--- config.mk ---
export PLATFORM = sky130hd
export DESIGN_NAME = keyword_substitution_cipher_core_flat
export DESIGN_NICKNAME = d
export VERILOG_FILES = /design/src/sv/kwsc_pkg.sv /design/src/sv/kwsc_req_if.sv /design/src/sv/kwsc_resp_if.sv /design/src/sv/keyword_substitution_cipher_core.sv /design/src/flat_wrapper.sv
export SDC_FILE = /design/constraint.sdc
export NUM_CORES = 1
export LEC_CHECK = 0
export BUFFER_PORTS_ARGS = -buffer_cell sky130_fd_sc_hd__clkbuf_2
export CORE_MARGIN = 8
export CORE_UTILIZATION = 25
export DETAILED_ROUTE_END_ITERATION = 16
export GPL_TIMING_DRIVEN = 0
export PLACE_DENSITY = 0.36
export SYNTH_ARGS = -nofsm -noshare
export SYNTH_HDL_FRONTEND = slang
export SYNTH_SLANG_ARGS = --single-unit
--- constraint.sdc ---
create_clock -name clk -period 17.3 [get_ports clk]
set_input_delay 3.46 -clock clk [delete_from_list [all_inputs] [get_ports clk]]
set_output_delay 3.46 -clock clk [all_outputs]
set_load 0.005 [all_outputs]
--- src/sv/kwsc_pkg.sv ---
// Shared types, constants and helper functions for the keyword substitution cipher.
// No dependencies; compiled before the interfaces and the core.
package kwsc_pkg;

    localparam int NUM_LETTERS = 26;
    localparam int LETTER_W    = 5;
    localparam int BYTE_W      = 8;
    localparam int CMD_W       = 2;

    typedef logic [LETTER_W-1:0]    letter_t;
    typedef logic [NUM_LETTERS-1:0] letter_mask_t;
    typedef logic [BYTE_W-1:0]      byte_t;
    typedef logic [CMD_W-1:0]       cmd_t;

    // Command codes carried in the cmd field of an input item.
    localparam cmd_t CMD_CLEAR = 2'd0;
    localparam cmd_t CMD_KEY   = 2'd1;
    localparam cmd_t CMD_TEXT  = 2'd2;

    localparam byte_t ASCII_LOWER_A = 8'h61;
    localparam byte_t ASCII_LOWER_Z = 8'h7a;
    localparam byte_t ASCII_UPPER_A = 8'h41;
    localparam byte_t ASCII_UPPER_Z = 8'h5a;

    localparam letter_t LAST_LETTER = letter_t'(NUM_LETTERS - 1);

    // Number of set bits in a letter mask; the result never exceeds 26.
    function automatic letter_t count_ones(letter_mask_t m);
        letter_t acc;
        acc = '0;
        for (int j = 0; j < NUM_LETTERS; j++)
        begin
            acc = acc + letter_t'(m[j]);
        end
        return acc;
    endfunction

    // Mask of the letters whose index lies below the offset. Offsets of 26 and
    // above give all ones, which is the same as clamping the offset to 26.
    function automatic letter_mask_t below_mask(letter_t off);
        letter_mask_t m;
        for (int j = 0; j < NUM_LETTERS; j++)
        begin
            m[j] = (letter_t'(j) < off);
        end
        return m;
    endfunction

endpackage

--- src/sv/kwsc_req_if.sv ---
// Input channel of the keyword substitution cipher: valid/ready plus cmd and ch.
// Depends on kwsc_pkg.
interface kwsc_req_if;
    logic           valid;
    logic           ready;
    kwsc_pkg::cmd_t cmd;
    kwsc_pkg::byte_t ch;

    modport source (output valid, output cmd, output ch, input ready);
    modport sink   (input valid, input cmd, input ch, output ready);
endinterface

--- src/sv/kwsc_resp_if.sv ---
// Result channel of the keyword substitution cipher: valid/ready plus out_ch.
// Depends on kwsc_pkg.
interface kwsc_resp_if;
    logic            valid;
    logic            ready;
    kwsc_pkg::byte_t out_ch;

    modport source (output valid, output out_ch, input ready);
    modport sink   (input valid, input out_ch, output ready);
endinterface

--- src/sv/keyword_substitution_cipher_core.sv ---
// Top level of the keyword substitution cipher: keyword store, free-letter list
// and the one-pass text mapping. Depends on kwsc_pkg, kwsc_req_if, kwsc_resp_if.
//
//   Channel   Kind        Handshake            Payload
//   req       item in     valid/ready          cmd[1:0], ch[7:0]
//   resp      item out    valid/ready          out_ch[7:0]
//   cfg       register    cfg_we, no stall     cfg_wdata[4:0] = key_offset
//
// Every item passes through the input register, and a text item then through
// the result register before its byte appears on resp; a text item can wait
// in either register. One item is accepted per cycle when resp is not stalled.
// The per-item path is the 26-bit free-letter count and a 26-to-1 selection from the keyword or the free list.
// rst_n (asynchronous, active low) empties both registers, clears the keyword
// and sets key_offset to zero; no clearing pass is needed.
// A stall on resp holds the result; the input register still drains keyword,
// clear and unused items, and holds a text item until the result register frees.
module keyword_substitution_cipher_core (
    input  logic                  clk,
    input  logic                  rst_n,
    input  logic                  cfg_we,
    input  kwsc_pkg::letter_t     cfg_wdata,
    kwsc_req_if.sink              req,
    kwsc_resp_if.source           resp
);

    // Configuration register. Any offset of 26 or more acts as 26.
    kwsc_pkg::letter_t key_offset_reg;

    // Input register.
    logic              s1_valid_reg;
    kwsc_pkg::cmd_t    s1_cmd_reg;
    kwsc_pkg::byte_t   s1_ch_reg;

    // Result register.
    logic              out_valid_reg;
    logic              out_valid_next;
    kwsc_pkg::byte_t   out_ch_reg;

    // Keyword state. The keyword letters are stored in arrival order. The free
    // list holds, in ascending order, every letter that is not in the keyword;
    // only its first 26 - key_count entries are meaningful.
    kwsc_pkg::letter_t    key_letters_reg [kwsc_pkg::NUM_LETTERS];
    kwsc_pkg::letter_t    key_count_reg;
    kwsc_pkg::letter_t    key_count_next;
    kwsc_pkg::letter_mask_t key_seen_mask_reg;
    kwsc_pkg::letter_mask_t key_seen_mask_next;
    kwsc_pkg::letter_t    free_list_reg  [kwsc_pkg::NUM_LETTERS];
    kwsc_pkg::letter_t    free_list_next [kwsc_pkg::NUM_LETTERS];

    logic              out_can_load;
    logic              s1_fire;
    logic              key_write;

    // Keyword byte decode.
    kwsc_pkg::byte_t   key_lc;
    logic              key_is_letter;
    kwsc_pkg::letter_t key_idx;

    // Text byte mapping.
    logic              txt_is_lower;
    logic              txt_is_upper;
    kwsc_pkg::byte_t   txt_base;
    kwsc_pkg::letter_t txt_idx;
    kwsc_pkg::letter_t pre_count;
    logic [kwsc_pkg::LETTER_W:0] key_end;
    kwsc_pkg::letter_t free_rank;
    kwsc_pkg::letter_t cipher_idx;
    kwsc_pkg::byte_t   txt_result;

    // ------------------------------------------------------------------
    // Flow control. Only a text item needs room in the result register.
    // ------------------------------------------------------------------
    assign out_can_load = !out_valid_reg || resp.ready;
    assign s1_fire      = s1_valid_reg &&
                          ((s1_cmd_reg != kwsc_pkg::CMD_TEXT) || out_can_load);
    assign req.ready    = !s1_valid_reg || s1_fire;

    assign resp.valid   = out_valid_reg;
    assign resp.out_ch  = out_ch_reg;

    always_ff @(posedge clk or negedge rst_n)
    begin
        if (!rst_n)
        begin
            key_offset_reg <= '0;
        end
        else if (cfg_we)
        begin
            key_offset_reg <= cfg_wdata;
        end
    end

    always_ff @(posedge clk or negedge rst_n)
    begin
        if (!rst_n)
        begin
            s1_valid_reg <= 1'b0;
        end
        else if (req.ready)
        begin
            s1_valid_reg <= req.valid;
        end
    end

    always_ff @(posedge clk)
    begin
        if (req.valid && req.ready)
        begin
            s1_cmd_reg <= req.cmd;
            s1_ch_reg  <= req.ch;
        end
    end

    // ------------------------------------------------------------------
    // Keyword update. A new letter is appended to the keyword and removed
    // from the free list; because the list is sorted, every entry at or
    // above the removed letter moves down by one place.
    // ------------------------------------------------------------------
    always_comb
    begin
        key_lc = s1_ch_reg;
        if ((s1_ch_reg >= kwsc_pkg::ASCII_UPPER_A) && (s1_ch_reg <= kwsc_pkg::ASCII_UPPER_Z))
        begin
            key_lc = s1_ch_reg - kwsc_pkg::ASCII_UPPER_A + kwsc_pkg::ASCII_LOWER_A;
        end
        key_is_letter = (key_lc >= kwsc_pkg::ASCII_LOWER_A) &&
                        (key_lc <= kwsc_pkg::ASCII_LOWER_Z);
        key_idx       = kwsc_pkg::letter_t'(key_lc - kwsc_pkg::ASCII_LOWER_A);
    end

    assign key_write = s1_fire && (s1_cmd_reg == kwsc_pkg::CMD_KEY) && key_is_letter &&
                       !key_seen_mask_reg[key_idx] &&
                       (key_count_reg < kwsc_pkg::letter_t'(kwsc_pkg::NUM_LETTERS));

    always_comb
    begin
        key_count_next     = key_count_reg;
        key_seen_mask_next = key_seen_mask_reg;
        for (int k = 0; k < kwsc_pkg::NUM_LETTERS; k++)
        begin
            free_list_next[k] = free_list_reg[k];
        end

        if (s1_fire && (s1_cmd_reg == kwsc_pkg::CMD_CLEAR))
        begin
            key_count_next     = '0;
            key_seen_mask_next = '0;
            for (int k = 0; k < kwsc_pkg::NUM_LETTERS; k++)
            begin
                free_list_next[k] = kwsc_pkg::letter_t'(k);
            end
        end
        else if (key_write)
        begin
            key_count_next              = key_count_reg + kwsc_pkg::letter_t'(1);
            key_seen_mask_next[key_idx] = 1'b1;
            for (int k = 0; k < kwsc_pkg::NUM_LETTERS - 1; k++)
            begin
                if (free_list_reg[k] >= key_idx)
                begin
                    free_list_next[k] = free_list_reg[k + 1];
                end
            end
            free_list_next[kwsc_pkg::NUM_LETTERS - 1] = '0;
        end
    end

    always_ff @(posedge clk or negedge rst_n)
    begin
        if (!rst_n)
        begin
            key_count_reg     <= '0;
            key_seen_mask_reg <= '0;
            for (int k = 0; k < kwsc_pkg::NUM_LETTERS; k++)
            begin
                free_list_reg[k] <= kwsc_pkg::letter_t'(k);
            end
        end
        else
        begin
            key_count_reg     <= key_count_next;
            key_seen_mask_reg <= key_seen_mask_next;
            for (int k = 0; k < kwsc_pkg::NUM_LETTERS; k++)
            begin
                free_list_reg[k] <= free_list_next[k];
            end
        end
    end

    // Keyword letters carry no reset; only entries below key_count are read.
    always_ff @(posedge clk)
    begin
        if (key_write)
        begin
            key_letters_reg[key_count_reg] <= key_idx;
        end
    end

    // ------------------------------------------------------------------
    // Text mapping. The cipher alphabet is the free letters below the
    // offset, then the keyword, then the remaining free letters. Both free
    // runs are consecutive ranks of the sorted free list, so a plain letter
    // outside the keyword window maps to free rank i (before it) or
    // i - key_count (after it).
    // ------------------------------------------------------------------
    always_comb
    begin
        txt_is_lower = (s1_ch_reg >= kwsc_pkg::ASCII_LOWER_A) &&
                       (s1_ch_reg <= kwsc_pkg::ASCII_LOWER_Z);
        txt_is_upper = (s1_ch_reg >= kwsc_pkg::ASCII_UPPER_A) &&
                       (s1_ch_reg <= kwsc_pkg::ASCII_UPPER_Z);
        txt_base     = txt_is_lower ? kwsc_pkg::ASCII_LOWER_A : kwsc_pkg::ASCII_UPPER_A;
        txt_idx      = kwsc_pkg::letter_t'(s1_ch_reg - txt_base);

        pre_count = kwsc_pkg::count_ones(~key_seen_mask_reg &
                                         kwsc_pkg::below_mask(key_offset_reg));
        key_end   = {1'b0, pre_count} + {1'b0, key_count_reg};

        free_rank = txt_idx - key_count_reg;
        if (txt_idx < pre_count)
        begin
            free_rank = txt_idx;
        end

        if ((txt_idx >= pre_count) && ({1'b0, txt_idx} < key_end))
        begin
            cipher_idx = key_letters_reg[txt_idx - pre_count];
        end
        else
        begin
            cipher_idx = free_list_reg[free_rank];
        end

        txt_result = s1_ch_reg;
        if (txt_is_lower || txt_is_upper)
        begin
            txt_result = txt_base + kwsc_pkg::byte_t'(cipher_idx);
        end
    end

    // ------------------------------------------------------------------
    // Result register.
    // ------------------------------------------------------------------
    always_comb
    begin
        out_valid_next = out_valid_reg;
        if (s1_fire && (s1_cmd_reg == kwsc_pkg::CMD_TEXT))
        begin
            out_valid_next = 1'b1;
        end
        else if (resp.ready)
        begin
            out_valid_next = 1'b0;
        end
    end

    always_ff @(posedge clk or negedge rst_n)
    begin
        if (!rst_n)
        begin
            out_valid_reg <= 1'b0;
        end
        else
        begin
            out_valid_reg <= out_valid_next;
        end
    end

    always_ff @(posedge clk)
    begin
        if (s1_fire && (s1_cmd_reg == kwsc_pkg::CMD_TEXT))
        begin
            out_ch_reg <= txt_result;
        end
    end

    // ------------------------------------------------------------------
    // Assertions.
    // ------------------------------------------------------------------
    // The keyword length always equals the number of letters marked as seen.
    assert property (@(posedge clk) disable iff (!rst_n)
        $countones(key_seen_mask_reg) == int'(key_count_reg))
        else $error("key_count disagrees with seen mask");

    // The keyword never grows past the alphabet.
    assert property (@(posedge clk) disable iff (!rst_n)
        key_count_reg <= kwsc_pkg::letter_t'(kwsc_pkg::NUM_LETTERS))
        else $error("key_count above alphabet size");

    // A clear item empties the keyword.
    assert property (@(posedge clk) disable iff (!rst_n)
        (s1_fire && (s1_cmd_reg == kwsc_pkg::CMD_CLEAR)) |=> (key_count_reg == '0))
        else $error("clear item did not empty keyword");

    // A result only appears after a text item leaves the input register.
    assert property (@(posedge clk) disable iff (!rst_n)
        $rose(out_valid_reg) |-> $past(s1_fire && (s1_cmd_reg == kwsc_pkg::CMD_TEXT)))
        else $error("result without a text item");

    // A stalled text item is never dropped from the input register.
    assert property (@(posedge clk) disable iff (!rst_n)
        (s1_valid_reg && (s1_cmd_reg == kwsc_pkg::CMD_TEXT) && !out_can_load)
        |=> (s1_valid_reg && $stable(s1_ch_reg)))
        else $error("stalled text item lost");

endmodule
--- src/flat_wrapper.sv ---
// flat-port wrapper written by rule: the top's interface ports become plain ports
module keyword_substitution_cipher_core_flat 
  (clk, rst_n, cfg_we, cfg_wdata, req_valid, req_cmd, req_ch, req_ready, resp_valid, resp_out_ch, resp_ready);
  kwsc_req_if req_i ();
  kwsc_resp_if resp_i ();
  input  logic clk;
  input  logic rst_n;
  input  logic cfg_we;
  input  kwsc_pkg::letter_t cfg_wdata;
  input wire logic [$bits(req_i.valid)-1:0] req_valid;
  input wire logic [$bits(req_i.cmd)-1:0] req_cmd;
  input wire logic [$bits(req_i.ch)-1:0] req_ch;
  output wire logic [$bits(req_i.ready)-1:0] req_ready;
  output wire logic [$bits(resp_i.valid)-1:0] resp_valid;
  output wire logic [$bits(resp_i.out_ch)-1:0] resp_out_ch;
  input wire logic [$bits(resp_i.ready)-1:0] resp_ready;
  assign req_i.valid = req_valid;
  assign req_i.cmd = req_cmd;
  assign req_i.ch = req_ch;
  assign req_ready = req_i.ready;
  assign resp_valid = resp_i.valid;
  assign resp_out_ch = resp_i.out_ch;
  assign resp_i.ready = resp_ready;
  keyword_substitution_cipher_core u_core (.clk(clk), .rst_n(rst_n), .cfg_we(cfg_we), .cfg_wdata(cfg_wdata), .req(req_i), .resp(resp_i));
endmodule
; Yosys cells after proc, flatten, opt, wreduce, memory -nomap -nowiden
; Memories as Yosys holds them, arrays and structs flattened.
; Index checks and enable logic that the tools add are counted.
[word_totals]
ramBits = 130
wordCells = 260
ff_bits = 186
out_inout_bits = 10
mem_count = 1
[memory_table]
columns = memory, words, word_bits, read_ports, rd_ports_with_merged_regs, write_ports, line
row1 = u_core.key_letters_reg, 26, 5, 1, 0, 1, keyword_substitution_cipher_core.sv:42  ; kwsc_pkg::letter_t key_letters_reg [kwsc_pkg::NUM_LETTERS];
[classes]
n_addsub = 34
magnitude_cmp = 64
eq_ne = 3
reduce_logical = 73
bitwise = 4
mux = 47
[op_table]
columns = operator, n
row1 = two-way mux 130 bit, 2
row2 = two-way mux 5 bit, 31
row3 = >= comparator 5 bit, 26
row4 = adder 5 x 1 -> 5 bit, 24
row5 = nonzero test 2 bit, 27
row6 = two-way mux 26 bit, 2
row7 = "< comparator 5 bit, first input constant", 10
row8 = AND reduction 2 bit, 25
row9 = "< comparator 4 x 5 -> 1 bit, first input constant", 8
row10 = AND 26 bit, 1
row11 = inverter 26 bit, 1
row12 = bitwise OR 26 bit, 1
row13 = binary-select mux 5 bit (select 5 bit), 1
row14 = ">= comparator 8 x 7 -> 1 bit, second input constant", 3
row15 = "less-or-equal comparator 8 x 7 -> 1 bit, second input constant", 3
row16 = "< comparator 3 x 5 -> 1 bit, first input constant", 4
row17 = two-way mux 8 bit, 2
row18 = subtractor 5 bit, 3
row19 = logical AND 1 bit, 13
row20 = "< comparator 1 x 5 -> 1 bit, first input constant", 2
row21 = "< comparator 2 x 5 -> 1 bit, first input constant", 2
row22 = adder 7 x 5 -> 8 bit, 1
row23 = "adder 8 x 7 -> 8 bit, second input constant", 1
row24 = "subtractor 8 x 7 -> 8 bit, second input constant", 1
row25 = other kinds (21), 31

; Logic depth before layout (Yosys ltp)
[depth]
ltp_word = 36
depth_mapped = 34

; Worst setup path after synthesis
; OpenSTA, ideal clock, no wires.
[synth_path]
kind = register -> register
from = register u_core.key_offset_reg[3]
to = register u_core.out_ch_reg[4], in the netlist u_core.resp.out_ch[4] (data pin)
setup_slack_ns = 9.177
arrival_ns = 7.843
n_path_buf = 1
path_stages_with_launch = 31
required_ns = 17.020
setup_ns = 0.280
cell_sequence = dfrtp_1 -> clkbuf_1 -> nor2_1 -> a31oi_1 -> ha_1 -> inv_1 -> fa_1 -> fa_1 -> fa_1 -> fa_1 -> inv_1 -> fa_1 -> fa_1 -> inv_1 -> fa_1 -> inv_1 -> fa_1 -> a21o_1 -> a21oi_1 -> xor2_1 -> ha_1 -> o2111ai_1 -> a221oi_1 -> o21ai_0 -> or4b_1 -> o22ai_1 -> or2_2 -> ha_1 -> o221ai_1 -> xnor2_1 -> a21oi_1
[synth_via]
elab_chain_cells = 36
word_cells_on_any_way = 67
[synth_lines]
columns = item, line
row1 = start: declaration, keyword_substitution_cipher_core.sv:27  ; kwsc_pkg::letter_t key_offset_reg;
row2 = start signal: assignment, keyword_substitution_cipher_core.sv:89  ; key_offset_reg <= cfg_wdata;
row3 = < comparator 1 x 5 -> 1 bit, kwsc_pkg.sv:44  ; m[j] = (letter_t'(j) < off);
row4 = AND 26 bit (*), keyword_substitution_cipher_core.sv:215  ; pre_count = kwsc_pkg::count_ones(~key_seen_mask_reg &
row5 = adder 1 x 1 -> 2 bit, kwsc_pkg.sv:33  ; acc = acc + letter_t'(m[j]);
row6 = adder 5 x 1 -> 5 bit (23 in a row), kwsc_pkg.sv:33
row7 = adder 5 x 1 -> 5 bit (*), kwsc_pkg.sv:33
row8 = < comparator 5 bit, keyword_substitution_cipher_core.sv:220  ; if (txt_idx < pre_count)
row9 = two-way mux 5 bit, keyword_substitution_cipher_core.sv:220
row10 = inverter 5 -> 6 bit (implied by the code), keyword_substitution_cipher_core.sv:231  ; cipher_idx = free_list_reg[free_rank];
row11 = binary-select mux 5 bit (select 5 bit), keyword_substitution_cipher_core.sv:231
row12 = two-way mux 5 bit (implied by the code) (2 in a row), keyword_substitution_cipher_core.sv:231
row13 = two-way mux 5 bit (*), keyword_substitution_cipher_core.sv:225  ; if ((txt_idx >= pre_count) && ({1'b0, txt_idx} < key_end))
row14 = adder 7 x 5 -> 8 bit (*), keyword_substitution_cipher_core.sv:237  ; txt_result = txt_base + kwsc_pkg::byte_t'(cipher_idx);
row15 = two-way mux 8 bit (*), keyword_substitution_cipher_core.sv:235  ; if (txt_is_lower || txt_is_upper)
row16 = via u_core.txt_result[4], keyword_substitution_cipher_core.sv:68  ; kwsc_pkg::byte_t txt_result;
row17 = end signal: assignment, keyword_substitution_cipher_core.sv:273  ; out_ch_reg <= txt_result;
row18 = end: declaration, keyword_substitution_cipher_core.sv:37  ; kwsc_pkg::byte_t out_ch_reg;
; The timed path passes the listed nets; every way through them passes the cells marked *. The select of a mux whose other input is x is not followed.
; A chain may end at the register's enable or synchronous reset.

; Worst setup path in the final report
; Ends and elaborated chain as after synthesis.

==> out/qor.txt <==
Reg2Reg Setup Slack: 7.19 ns
Worst reg2reg path depth: 27
Largest register FFs: 130
Core ar.: 71500 µm²
DRT antenna net count: 0
Core Util, Final: 29.2%
Final hold vios: 0
Post-synthesis adder-cell area fraction: 13.5%
Die area: 81000 µm²
Post-CTS Repair Setup Buffers: 0
IO buf count: 28
Crit end category: register
# diodes: 0
Tcrit/Tclk final: 58.4%
EDFF count, synth: 148
Crit start category: register
Final Skew: 0.0261 ns
Clk buf depth: 3
Largest family of logic cells by synthesized area: compound AO/OA/AOI/OAI gates
# hold bufs at CTS: 0
Root buffer cell: clkbuf_16
Total wire length: 63000 µm
Relative slew slack: 15.0%
Hold path depth: 1
IO Pins: 30
Synth area leader: edfxtp_1
GR Util met3: 2.38%
Syn nets: 1771
Post-Syn Area: 18000 µm²
Hold Path Sink: u_core.free_list_reg[30]$_DFFE_PN1P_
Worst-Margin Slew: 1.26 ns
Via count: 13066
Placed Area: 19600 µm²
Crit path largest cell delay: 0.68 ns
Share of cells above drive strength 1: 14.2%
Status: finished clean
Post-DR wirelength/cell: 24.0 µm
Count of different cell masters after synthesis: 79
Vias per cell: 4.98
F_max: 0.0989 GHz
Drc violations: 0
Site Rows: 98
Final #Nets: 1847
Yosys warns: 0
Met1 Use GR: 20.3%
Slowest cell on crit path: fa_1
Most used cell, CP: fa_1
Synth Flop Type: edfxtp_1
Cell with the most instances after synthesis: ha_1
H-tree levels: 2
Area fraction in compound gates after synthesis: 17.7%
Clock edge transition at the registers on the reported setup and hold paths: 0.05 ns
Finished Layout Cells: 2624
Busiest layer in global routing: met2
Die X: 285 µm
TritonCTS Buffers: 39
Initial antenna violation count: 1
Post-cts sizing count: 0
Max-Cap Viols: 0
Flops & latches, synth: 307
Commonest cells in the netlist: ha_1, edfxtp_1, nand2_1, dfrtp_1, nor2_1
Register area share after synthesis: 47.0%
Worst Hold Launch: u_core.free_list_reg[30]$_DFFE_PN1P_
Number of cells produced by synthesis: 1570
Setup crit start: u_core.key_offset_reg[3]$_DFFE_PN0P_
Vias in the first global route: 13463
Post-DP HPWL: 45000 µm
Crit Path Class: reg2reg
CP top delay family: adder cells
Post-synthesis mux area share: 6.99%
Area delta synth->final: 15.6%
CP arrival: 10.39 ns
Ys async rst share: 51.8%
First drt pass iteration count: 5
Global-route wire length before repair: 93400 µm
Worst Path Required: 17.58 ns
Clock Sinks: 307
GPL Wtd Cong: 0.841
Post-Synth XOR/XNOR Area: 0.971%
Die height: 285 µm
Worst-Skew Late Latency: 0.56 ns
RSZ-0062 raised after global routing: no
Worst path bufs/invs: 6
TritonCTS clock tree: yes
Synth top area cells: edfxtp_1, dfrtp_1, ha_1
Initial core utilization: 25.2%
Reg-to-Reg Start: u_core.key_offset_reg[3]$_DFFE_PN0P_
Post-synth top area share: 24.6%
FF-to-FF End: u_core.resp.out_ch[4]$_DFFE_PP_
Setup TNS: 0 ns
Synth Area in Simple Gates: 10.4%
GRT met2 Usage: 25.6%
Slew Limit Fails: 0
Placed insts: 2555
CP max FO: 10
Fin crit period: 10.11 ns
DRT iter0 DRCs: 922
Post-route cell area: 20900 µm²
Type of the worst min-delay path: reg2reg
Setup violators final: 0
Post-synthesis area per instance: 11.5 µm²
GRT Resource Usage Total: 15.3%
Total grt overflow: 0
Largest net degree at the start of global routing: 98
routing by layer:
layer  vias up  share of wire (%)
met2       296                 48
met3        83                4.1
met1      6630                 46
met4         0                2.7
li1       6057                  -
met5         -                  0
worst reg2reg max path, cell delays in order (launching register included):
cell,delay [ns]
dfrtp_1,0.40
clkbuf_1,0.24
nor2_1,0.35
a31oi_1,0.15
ha_1,0.29
inv_1,0.05
fa_1,0.56
fa_1,0.45
fa_1,0.52
fa_1,0.56
inv_1,0.07
fa_1,0.50
fa_1,0.46
inv_1,0.08
fa_1,0.48
fa_1,0.68
clkbuf_1,0.65
clkbuf_1,0.68
mux4_2,0.45
a211oi_1,0.26
a21oi_1,0.10
a21oi_1,0.51
o221ai_1,0.32
or2_2,0.39
ha_1,0.25
o221ai_1,0.11
xnor2_1,0.19
a21oi_1,0.11
cells in the final DEF (no fill, tap or decap), drive strengths merged, types with 10 or more instances in the layout:
cell      n
o22a     34
o211ai   11
a211o    10
clkbuf  113
mux4     42
edfxtp  148
dfstp    52
nand3    24
nand2b   31
a21oi    77
nor3     15
clkinv   15
nor2b    37
o21ai    99
o31ai    10
inv      96
a211oi   21
and2     29
ha      159
o22ai    15
dfrtp   107
fa       22
mux2i    27
xnor2    11
nand2   109
a21o     40
a22o     58
buf      28
nor2    100
logic make-up (layout without fill, tap and decap cells):
| group | after synthesis | after routing |
|---|---|---|
| AO/OA/AOI/OAI | 452 | 452 |
| multiplexers | 73 | 73 |
| buffers and inverters | 155 | 259 |
| adder cells (fa/ha/maj) | 181 | 181 |
| AND/OR/NAND/NOR | 382 | 382 |
| XOR/XNOR | 20 | 20 |
| flip-flops | 307 | 307 |
how the worst max path moves through the flow:
stage          cells past startpoint  slack, ns                                     end
2_1_floorplan                     30       9.18         u_core.resp.out_ch[4]$_DFFE_PP_
3_3_place_gp                      13       3.74  u_core.key_letters_reg[0][1]$_DFFE_PP_
3_5_place_dp                      27       7.02         u_core.resp.out_ch[4]$_DFFE_PP_
4_1_cts                           27       7.00         u_core.resp.out_ch[4]$_DFFE_PP_
5_1_grt                           27       6.44         u_core.resp.out_ch[4]$_DFFE_PP_
6_report                          27       7.19         u_core.resp.out_ch[4]$_DFFE_PP_
metrics by stage:
step | hold WS [ns] | worst slack (ns)
finish | 0.515 | 7.19
global placement | 0.503 | 3.74
floorplan | 0.460 | 9.18
global route | 0.523 | 6.44
detailed placement | 0.511 | 7.02
CTS | 0.520 | 7.00
final cells by class:
cell class	count	area, µm²
Fill cell	7358	50600
Multi-Input combinational cell	1108	8950
Sequential cell	307	8490
Tap cell	950	1190
Clock buffer	48	1030
Inverter	97	367
Timing Repair Buffer	35	319
Buffer	58	265
Clock inverter	21	254
Power is left out: the tool's default activity adds up to more than one toggle a clock period on the data nets, which glitch-free logic cannot reach.
